$ cat src/rtl/cmac_pkg.sv
package cmac_pkg;

    localparam logic [31:0] QNAN_BITS = 32'h7fc00000;

    // Register stages in one floating-point adder.
    localparam int ADD_LAT = 8;

    // Codes of the action field.
    typedef enum logic [1:0] {
        ACT_MUL = 2'd0,
        ACT_ADD = 2'd1,
        ACT_SUB = 2'd2,
        ACT_ALT = 2'd3
    } action_t;

    typedef enum logic [1:0] {
        KIND_ZERO = 2'd0,
        KIND_FIN  = 2'd1,
        KIND_INF  = 2'd2,
        KIND_NAN  = 2'd3
    } kind_t;

    // Unpacked operand: value = (-1)^sgn * man * 2^exp when kind is KIND_FIN.
    typedef struct packed {
        kind_t              kind;
        logic               sgn;
        logic [47:0]        man;
        logic signed [9:0]  exp;
    } unum_t;

    typedef struct packed {
        logic [1:0]  action;
        logic [31:0] a_re;
        logic [31:0] a_im;
        logic [31:0] b_re;
        logic [31:0] b_im;
        logic [31:0] p_re;
        logic [31:0] p_im;
        logic        last_in;
    } cmac_in_t;

    typedef struct packed {
        logic [31:0] c_re;
        logic [31:0] c_im;
        logic        last_out;
    } cmac_out_t;

    function automatic unum_t unpack(input logic [31:0] bits);
        unum_t r;
        logic [7:0]  ex;
        logic [22:0] fr;
        ex = bits[30:23];
        fr = bits[22:0];
        r.sgn = bits[31];
        r.man = '0;
        r.exp = '0;
        if (ex == 8'hff) begin
            r.kind = (fr != 23'd0) ? KIND_NAN : KIND_INF;
        end else if (ex == 8'd0) begin
            if (fr == 23'd0) begin
                r.kind = KIND_ZERO;
            end else begin
                r.kind = KIND_FIN;
                r.man  = {25'd0, fr};
                r.exp  = -10'sd149;
            end
        end else begin
            r.kind = KIND_FIN;
            r.man  = {24'd0, 1'b1, fr};
            r.exp  = $signed({2'b00, ex}) - 10'sd150;
        end
        return r;
    endfunction

    function automatic unum_t negate(input unum_t u);
        unum_t r;
        r = u;
        r.sgn = ~u.sgn;
        return r;
    endfunction

    // Zero carrying the sign of u: adding it leaves u (and a zero u) unchanged.
    function automatic unum_t zero_like(input unum_t u);
        unum_t r;
        r.kind = KIND_ZERO;
        r.sgn  = u.sgn;
        r.man  = '0;
        r.exp  = '0;
        return r;
    endfunction

endpackage

$ cat src/rtl/cmac_fadd.sv
module cmac_fadd import cmac_pkg::*; (
    input  logic        aclk,
    input  logic        en,
    input  unum_t       x,
    input  unum_t       y,
    output logic [31:0] z
);

    localparam logic signed [11:0] ZERO_EXP = -12'sd600;

    typedef struct packed {
        logic        spec;
        logic [31:0] bits;
    } spec_t;

    typedef struct packed {
        spec_t              sp;
        logic               sx;
        logic               sy;
        logic [47:0]        mx;
        logic [47:0]        my;
        logic signed [11:0] ex;
        logic signed [11:0] ey;
    } f1_t;

    typedef struct packed {
        spec_t              sp;
        logic               sgn;
        logic               sub;
        logic [47:0]        mb;
        logic [47:0]        ms;
        logic signed [11:0] eb;
        logic               far;
        logic [5:0]         d;
    } f2_t;

    typedef struct packed {
        spec_t              sp;
        logic               sgn;
        logic               sub;
        logic [63:0]        xw;
        logic [63:0]        ya;
        logic signed [11:0] eb;
    } f3_t;

    typedef struct packed {
        spec_t              sp;
        logic               sgn;
        logic [63:0]        r;
        logic signed [11:0] re;
    } f4_t;

    typedef struct packed {
        spec_t              sp;
        logic               sgn;
        logic               zero;
        logic [63:0]        r;
        logic [5:0]         lz;
        logic signed [11:0] be;
    } f5_t;

    typedef struct packed {
        spec_t              sp;
        logic               sgn;
        logic               zero;
        logic [63:0]        mn;
        logic [5:0]         rs;
        logic signed [11:0] be;
    } f6_t;

    typedef struct packed {
        spec_t              sp;
        logic               sgn;
        logic               zero;
        logic [23:0]        mant;
        logic               g;
        logic               st;
        logic signed [11:0] be;
    } f7_t;

    function automatic logic [5:0] lzc48(input logic [47:0] v);
        logic [5:0] n;
        n = 6'd48;
        for (int i = 0; i < 48; i++) begin
            if (v[i]) n = 6'(47 - i);
        end
        return n;
    endfunction

    function automatic logic [6:0] lzc64(input logic [63:0] v);
        logic [6:0] n;
        n = 7'd64;
        for (int i = 0; i < 64; i++) begin
            if (v[i]) n = 7'(63 - i);
        end
        return n;
    endfunction

    f1_t f1_next, f1_reg;
    f2_t f2_next, f2_reg;
    f3_t f3_next, f3_reg;
    f4_t f4_next, f4_reg;
    f5_t f5_next, f5_reg;
    f6_t f6_next, f6_reg;
    f7_t f7_next, f7_reg;
    logic [31:0] z_next, z_reg;

    // Stage 1: resolve special operands, normalize both significands to bit 47.
    always_comb begin
        logic [5:0] lzx, lzy;
        lzx = lzc48(x.man);
        lzy = lzc48(y.man);
        f1_next.sp.spec = 1'b0;
        f1_next.sp.bits = '0;
        if (x.kind == KIND_NAN || y.kind == KIND_NAN ||
            (x.kind == KIND_INF && y.kind == KIND_INF && x.sgn != y.sgn)) begin
            f1_next.sp = '{spec: 1'b1, bits: QNAN_BITS};
        end else if (x.kind == KIND_INF) begin
            f1_next.sp = '{spec: 1'b1, bits: {x.sgn, 8'hff, 23'd0}};
        end else if (y.kind == KIND_INF) begin
            f1_next.sp = '{spec: 1'b1, bits: {y.sgn, 8'hff, 23'd0}};
        end else if (x.kind == KIND_ZERO && y.kind == KIND_ZERO) begin
            f1_next.sp = '{spec: 1'b1, bits: {x.sgn & y.sgn, 31'd0}};
        end
        f1_next.sx = x.sgn;
        f1_next.sy = y.sgn;
        if (x.kind == KIND_FIN) begin
            f1_next.mx = x.man << lzx;
            f1_next.ex = 12'(x.exp) - $signed({6'd0, lzx});
        end else begin
            f1_next.mx = '0;
            f1_next.ex = ZERO_EXP;
        end
        if (y.kind == KIND_FIN) begin
            f1_next.my = y.man << lzy;
            f1_next.ey = 12'(y.exp) - $signed({6'd0, lzy});
        end else begin
            f1_next.my = '0;
            f1_next.ey = ZERO_EXP;
        end
    end

    // Stage 2: order by magnitude, exponent distance.
    always_comb begin
        logic               swap;
        logic signed [11:0] ediff;
        swap = (f1_reg.ey > f1_reg.ex) || (f1_reg.ey == f1_reg.ex && f1_reg.my > f1_reg.mx);
        f2_next.sp  = f1_reg.sp;
        f2_next.sub = f1_reg.sx ^ f1_reg.sy;
        if (swap) begin
            f2_next.sgn = f1_reg.sy;
            f2_next.mb  = f1_reg.my;
            f2_next.ms  = f1_reg.mx;
            f2_next.eb  = f1_reg.ey;
            ediff       = f1_reg.ey - f1_reg.ex;
        end else begin
            f2_next.sgn = f1_reg.sx;
            f2_next.mb  = f1_reg.mx;
            f2_next.ms  = f1_reg.my;
            f2_next.eb  = f1_reg.ex;
            ediff       = f1_reg.ex - f1_reg.ey;
        end
        f2_next.far = ediff > 12'sd63;
        f2_next.d   = ediff[5:0];
    end

    // Stage 3: align the smaller operand, fold shifted-out bits into a sticky bit.
    always_comb begin
        logic [63:0] yw, mask;
        logic        stk;
        yw   = {2'b00, f2_reg.ms, 14'd0};
        mask = (64'd1 << f2_reg.d) - 64'd1;
        stk  = |(yw & mask);
        f3_next.sp  = f2_reg.sp;
        f3_next.sgn = f2_reg.sgn;
        f3_next.sub = f2_reg.sub;
        f3_next.xw  = {2'b00, f2_reg.mb, 14'd0};
        f3_next.eb  = f2_reg.eb;
        if (f2_reg.far) begin
            f3_next.ya = {63'd0, |f2_reg.ms};
        end else begin
            f3_next.ya = (yw >> f2_reg.d) | {63'd0, stk};
        end
    end

    // Stage 4: add or subtract magnitudes.
    always_comb begin
        f4_next.sp  = f3_reg.sp;
        f4_next.sgn = f3_reg.sgn;
        f4_next.r   = f3_reg.sub ? (f3_reg.xw - f3_reg.ya) : (f3_reg.xw + f3_reg.ya);
        f4_next.re  = f3_reg.eb - 12'sd14;
    end

    // Stage 5: leading-zero count and biased exponent.
    always_comb begin
        logic [6:0] lz;
        lz = lzc64(f4_reg.r);
        f5_next.sp   = f4_reg.sp;
        f5_next.sgn  = f4_reg.sgn;
        f5_next.zero = (f4_reg.r == 64'd0);
        f5_next.r    = f4_reg.r;
        f5_next.lz   = lz[5:0];
        f5_next.be   = f4_reg.re + 12'sd190 - $signed({5'd0, lz});
    end

    // Stage 6: normalize; compute denormal right shift.
    always_comb begin
        logic signed [11:0] dif;
        dif = 12'sd1 - f5_reg.be;
        f6_next.sp   = f5_reg.sp;
        f6_next.sgn  = f5_reg.sgn;
        f6_next.zero = f5_reg.zero;
        f6_next.mn   = f5_reg.r << f5_reg.lz;
        f6_next.be   = f5_reg.be;
        if (f5_reg.be > 12'sd0) begin
            f6_next.rs = 6'd0;
        end else if (dif > 12'sd63) begin
            f6_next.rs = 6'd63;
        end else begin
            f6_next.rs = dif[5:0];
        end
    end

    // Stage 7: denormal shift, guard and sticky.
    always_comb begin
        logic [63:0] sh, mask;
        logic        stk;
        sh   = f6_reg.mn >> f6_reg.rs;
        mask = (64'd1 << f6_reg.rs) - 64'd1;
        stk  = |(f6_reg.mn & mask);
        f7_next.sp   = f6_reg.sp;
        f7_next.sgn  = f6_reg.sgn;
        f7_next.zero = f6_reg.zero;
        f7_next.mant = sh[63:40];
        f7_next.g    = sh[39];
        f7_next.st   = (|sh[38:0]) | stk;
        f7_next.be   = f6_reg.be;
    end

    // Stage 8: round to nearest even and pack.
    always_comb begin
        logic               inc;
        logic [24:0]        sum;
        logic signed [11:0] bexp;
        inc  = f7_reg.g & (f7_reg.st | f7_reg.mant[0]);
        sum  = {1'b0, f7_reg.mant} + {24'd0, inc};
        bexp = f7_reg.be + $signed({11'd0, sum[24]});
        if (f7_reg.sp.spec) begin
            z_next = f7_reg.sp.bits;
        end else if (f7_reg.zero) begin
            z_next = 32'd0;
        end else if (f7_reg.be > 12'sd0) begin
            if (bexp >= 12'sd255) begin
                z_next = {f7_reg.sgn, 8'hff, 23'd0};
            end else begin
                z_next = {f7_reg.sgn, bexp[7:0], sum[24] ? 23'd0 : sum[22:0]};
            end
        end else begin
            z_next = {f7_reg.sgn, 7'd0, sum[23], sum[22:0]};
        end
    end

    always_ff @(posedge aclk) begin
        if (en) begin
            f1_reg <= f1_next;
            f2_reg <= f2_next;
            f3_reg <= f3_next;
            f4_reg <= f4_next;
            f5_reg <= f5_next;
            f6_reg <= f6_next;
            f7_reg <= f7_next;
            z_reg  <= z_next;
        end
    end

    assign z = z_reg;

endmodule

$ cat config.mk
export PLATFORM = sky130hd
export DESIGN_NAME = cmac_fadd
export DESIGN_NICKNAME = d
export VERILOG_FILES = /design/src/rtl/cmac_pkg.sv /design/src/rtl/cmac_fadd.sv
export SDC_FILE = /design/constraint.sdc
export NUM_CORES = 2
export LEC_CHECK = 0
export ABC_CLOCK_PERIOD_IN_PS = 7900
export BUFFER_PORTS_ARGS = -buffer_cell sky130_fd_sc_hd__buf_2
export CAP_MARGIN = 5
export CORE_MARGIN = 2
export CORE_UTILIZATION = 45
export DETAILED_ROUTE_END_ITERATION = 8
export HOLD_SLACK_MARGIN = 0.15
export PLACE_DENSITY = 0.7
export SLEW_MARGIN = 20
export SYNTH_ARGS = -nofsm -noshare
export SYNTH_HDL_FRONTEND = slang
export SYNTH_SLANG_ARGS = --single-unit
$ cat constraint.sdc
create_clock -name aclk -period 7.9 [get_ports aclk]
set_input_delay 1.185 -clock aclk [delete_from_list [all_inputs] [get_ports aclk]]
set_output_delay 1.185 -clock aclk [all_outputs]
set_load 0.02 [all_outputs]
---- Word level (Yosys, flattened, before mapping) ----
Cells that the tools add are included.
storage, ports and cells
  output and inout port bits .............. 32
  flip-flop bits (word level) ............. 913
  word-level logic and storage cells ...... 287
cells by class
  multiplexer cells ....................... 174
  reductions and logical operators ........ 15
  order comparisons ....................... 7
  bitwise logic cells ..................... 8
  shift operators ......................... 7
  eq/ne operators ......................... 8
  add/sub/neg operators ................... 14
operators by type and width
  cell                                                                   count
  6-bit 2-to-1 mux                                                       95
  7-bit 2-to-1 mux                                                       64
  32-bit 2-to-1 mux                                                      4
  64-bit OR reduction                                                    2
  1-bit by 6-bit << shifter with 64-bit output (first input constant)    2
  64-bit by 1-bit subtractor with 64-bit output (second input constant)  2
  108-bit 2-to-1 mux                                                     1
  48-bit by 6-bit << shifter with 48-bit output                          2
  62-bit by 64-bit adder with 64-bit output                              1
  62-bit by 64-bit bitwise AND with 64-bit output                        1
  64-bit bitwise AND                                                     1
  64-bit zero test                                                       1
  64-bit 2-to-1 mux                                                      1
  64-bit by 1-bit OR with 64-bit output                                  1
  64-bit by 6-bit << shifter with 64-bit output                          1
  62-bit by 6-bit right shift with 64-bit output                         1
  64-bit by 6-bit right shift with 64-bit output                         1
  62-bit by 64-bit subtractor with 64-bit output                         1
  31-bit 2-to-1 mux                                                      2
  48-bit greater-than comparator                                         1
  48-bit OR reduction                                                    1
  39-bit OR reduction                                                    1
  33-bit 2-to-1 mux                                                      1
  24-bit by 1-bit adder with 25-bit output                               1
  other kinds (26)                                                       44

---- Depth between registers and ports, before layout ----
  depth in word-level cells ............... 65
  mapped depth ............................ 25
  mapped depth without buffers ............ 25

---- Worst setup path after synthesis ----
Ideal clock, no wire load.
  path type ............................... input to register
  start ................................... in x[18] in the netlist's numbering
  end ..................................... reg f1_reg[21] in the netlist's numbering, data pin
  path buffers ............................ 3
  stages on the path ...................... 20
  required time ........................... 7.634 ns
  arrival time ............................ 4.665 ns
  library setup time ...................... 0.266 ns
  slack ................................... 2.969 ns
  cells stage by stage .................... or4_1 a21oi_1 o21ai_0 a21oi_1 o21ai_0 and2_1 clkbuf_1 inv_1 clkbuf_1 clkbuf_1 ha_1 inv_1 o21ai_0 and2_1 o21ai_0 nand2b_1 a211o_1 nor3_1 xnor2_1 nor2_1
between the ends
  cells in the longest elaborated chain, start to end .. 41
RTL lines
  what                                           RTL line          RTL
  start: declaration                             cmac_fadd.sv:4    input unum_t x,
  6-bit 2-to-1 mux (40 in a row)                 cmac_fadd.sv:85   if (v[i]) n = 6'(47 - i);
  10-bit by 7-bit subtractor with 11-bit output  cmac_fadd.sv:129  f1_next.ex = 12'(x.exp) - $signed({6'd0, lzx});
  end signal: assignment                         cmac_fadd.sv:265  f1_reg <= f1_next;
  end: declaration                               cmac_fadd.sv:99   f1_t f1_next, f1_reg;
Every way passes these cells.
A chain may end at the register's enable or synchronous reset.

---- Final worst setup path ----
  start ................................... in x[40] in the netlist's numbering
  end ..................................... reg f1_reg[113] in the netlist's numbering, data pin
between the ends
  cells in the longest elaborated chain, start to end .. 19
RTL lines
  what                                               RTL line          RTL
  6-bit 2-to-1 mux (18 in a row)                     cmac_fadd.sv:85
  48-bit by 6-bit << shifter with 48-bit output (*)  cmac_fadd.sv:128  f1_next.mx = x.man << lzx;
Every way passes the cells marked *; elsewhere a longest branch is shown, timed or not.

==> flow_metrics.tcl <==
set metrics [dict create \
    die-area_sq_um 116000 \
    clock_pin_transition_on_the_worst_setup_and_hold_timing_paths_ns 0.06 \
    critical_path.n_buffers_inverters 2 \
    design_power_total_w 0.0138 \
    period_minus_slack_ns 5.05 \
    critPathLaunchType "primary input" \
    maxCapViolCount 0 \
    num_vias 42683 \
    clk_path_buf_depth 3 \
    start_util 0.453 \
    grtUsageTotal 0.257 \
    synthesis.yosys.warnings 0 \
    final_cell_mix "edfxtp_1, nor2_1, nand2_1" \
    total_leakage_power_nw 21.4 \
    io_pins 156 \
    drt.antenna.violating_nets 0 \
    nNetsFinal 5760 \
    fmaxAchievable_ghz 0.198 \
    clkSinkCount 704 \
    synthDistinctLibCells 93 \
    cellPowerDensity_nw_per_um2 248 \
    row_count 123 \
    power.ir.vdd_worst_uv 149 \
    fin_crit_sh 0.639 \
    final_common_cell "edfxtp_1" \
    finalHoldViolations 0 \
    detailedRoute.firstIterationViolations 4110 \
    synthesis.area_sq_um 50900 \
    routed_via_density 6.11 \
    cpLargestDelayFamily "compound AO/OA/AOI/OAI gates" \
    finalSetupViolCount 0 \
    holdBufCountCts 0 \
    tightestPinTransition_ns 1.22 \
    critPathMaxFanout 24 \
    critical_path_class "in2reg" \
    initial_antenna_violation_count 0 \
    endpoint_kind "flop" \
    drt_pre_antenna_iters 6 \
    core_footprint_sq_um 112000 \
    slew_headroom 0.185 \
    syn2layout_area_growth_pct 9.06 \
    route.detailed.wl_per_inst_um 22.0 \
    outcome "finished, final reports clean" \
    finClkSkew_ns 0.0537 \
    footprint_of_the_multi_input_gates_sq_um 27400 \
    timing.critical_path.required_ns 8.16 \
    worst_skew_pair.late_latency_ns 0.64 \
    synthArstFlopShare 0 \
    mappedNetlistNets 5777 \
    path_cells "buf_2, or3_1, o211ai_1, a31oi_1, or2_2, nor2_4, inv_2, mux2_2, o211a_1, nor4_1, a311o_1, o21ai_0" \
    numPortBuffers 155 \
    cts_tree "yes" \
    ctsResizeCount 0 \
    cts_htree_levels 3 \
    tritoncts_buffers 79 \
    post-cts-setup-buffers 0 \
    ys_seq_elements 704 \
    synthCells 5442 \
    average_instance_area_after_synthesis_sq_um 9.35 \
    drv_slew 0 \
    route.final.wire_length_mm 154 \
    drive_gt1_frac 0.113 \
    num-fill-cells 10429 \
    sum_neg_setup_slack_ns 0 \
    hpwl_mm 118 \
    synth_top_flop_cell "edfxtp_1" \
    ff_latch_area_sq_um 21100 \
    cp_slowest_cell "o21ai_0" \
    die-height_um 340 \
    grt_max_degree 174 \
    timing.critical_path.slowest_cell_delay_ns 0.93 \
    grt_setup_unrepaired "no" \
    finalWeightedCongestion 0.983 \
    ctsRootBufferMaster "clkbuf_16" \
    drc 0 \
    max_reg_flops 127 \
    worst-endpoint-arrival_ns 5.30 \
    grt_pass1_wl_mm 235 \
    synth-seq-area-share 0.415 \
    global_route.overflow_total 0 \
    first_global_vias 40203 \
    fp.dieW_um 340 \
    min-delay-path-class "reg2reg" \
    synth-edff-count 704 \
]
## worst paths after layout
| check | depth (start not counted) | startpoint | end | slack (ns) |
|---|---|---|---|---|
| hold / removal | 0 | f1_reg[153] | f2_reg[148] | 0.41 |
| setup / recovery | 12 | x[40] | f1_reg[113] | 2.85 |
| hold reg to reg | 0 | f1_reg[153] | f2_reg[148] | 0.41 |
| setup reg to reg | 24 | f4_reg[15] | f5_reg[11] | 2.92 |
## cells by family (layout without fill, tap and decap cells)
group	count (synthesis)	count (layout)	share of synthesized area
fa+ha+maj	211	211	0.0528
mux	442	442	0.114
xor+xnor	132	132	0.0227
other cells	0	1	0
flops	704	704	0.415
compound gates	1456	1456	0.180
buf+inv	625	672	0.0476
simple gates	1872	1872	0.167
## synthesized netlist by cell type, types with 27 or more instances
cell / instances / share of area
a211o_1: 31 / 0.0053
a22oi_1: 27 / 0.0040
and2_1: 56 / 0.0069
mux2_2: 112 / 0.025
ha_1: 205 / 0.050
mux2i_1: 232 / 0.046
a21oi_1: 423 / 0.042
nor3_1: 142 / 0.014
o22ai_1: 58 / 0.0071
buf_1: 51 / 0.0038
o31ai_1: 27 / 0.0040
o21bai_1: 37 / 0.0055
o21ai_0: 363 / 0.036
o21a_1: 29 / 0.0043
nand2b_1: 42 / 0.0052
nor4_1: 64 / 0.0079
nand3_1: 165 / 0.016
clkbuf_1: 229 / 0.017
a31oi_1: 65 / 0.0080
inv_1: 292 / 0.022
a211oi_1: 88 / 0.013
nand2_1: 569 / 0.042
nand4_1: 42 / 0.0052
nor2_1: 594 / 0.044
and3_1: 40 / 0.0049
buf_2: 36 / 0.0035
xor2_1: 44 / 0.0076
edfxtp_1: 704 / 0.42
o211ai_1: 45 / 0.0066
nor2b_1: 55 / 0.0068
mux4_2: 98 / 0.043
xnor2_1: 88 / 0.015
a21o_1: 49 / 0.0072
## routing by layer
metal  share of wire  track usage  up-vias
li1                -            -    20193
met1            0.39        0.311    20357
met2            0.49        0.448     1727
met3           0.051       0.0266      406
met4           0.059        0.141        0
met5               0            0        -
## through the flow
stage           util  std cells  setup WS (ns)  cell area, sq um  hold WS [ns]
2_1_floorplan      -       5442           2.97             50900         0.400
3_3_place_gp   0.470       6844           2.36             52900         0.403
3_5_place_dp   0.470       6844           2.40             52900         0.405
4_1_cts        0.494       6989           2.78             55500         0.416
5_1_grt        0.494       6989           2.46             55500         0.422
6_report       0.494       6990           2.85             55500         0.414
## power breakdown
part	internal, W	leakage [nW]	total [W]	switching, W
Clock	0.00215	1.28	0.00369	0.00154
Combinational	0.00176	13.2	0.00479	0.00303
Sequential	0.00483	6.95	0.00529	0.000465
## cell type report
cell class	count	area share
clock inverter	56	0.0103
tap	1500	0.0338
antenna	1	0.0000451
inverter	303	0.0205
clock buffer	89	0.0374
multi-input combinational	4113	0.493
sequential	704	0.381
timing repair buffer	224	0.0242
(Power assumes the default switching activity.)
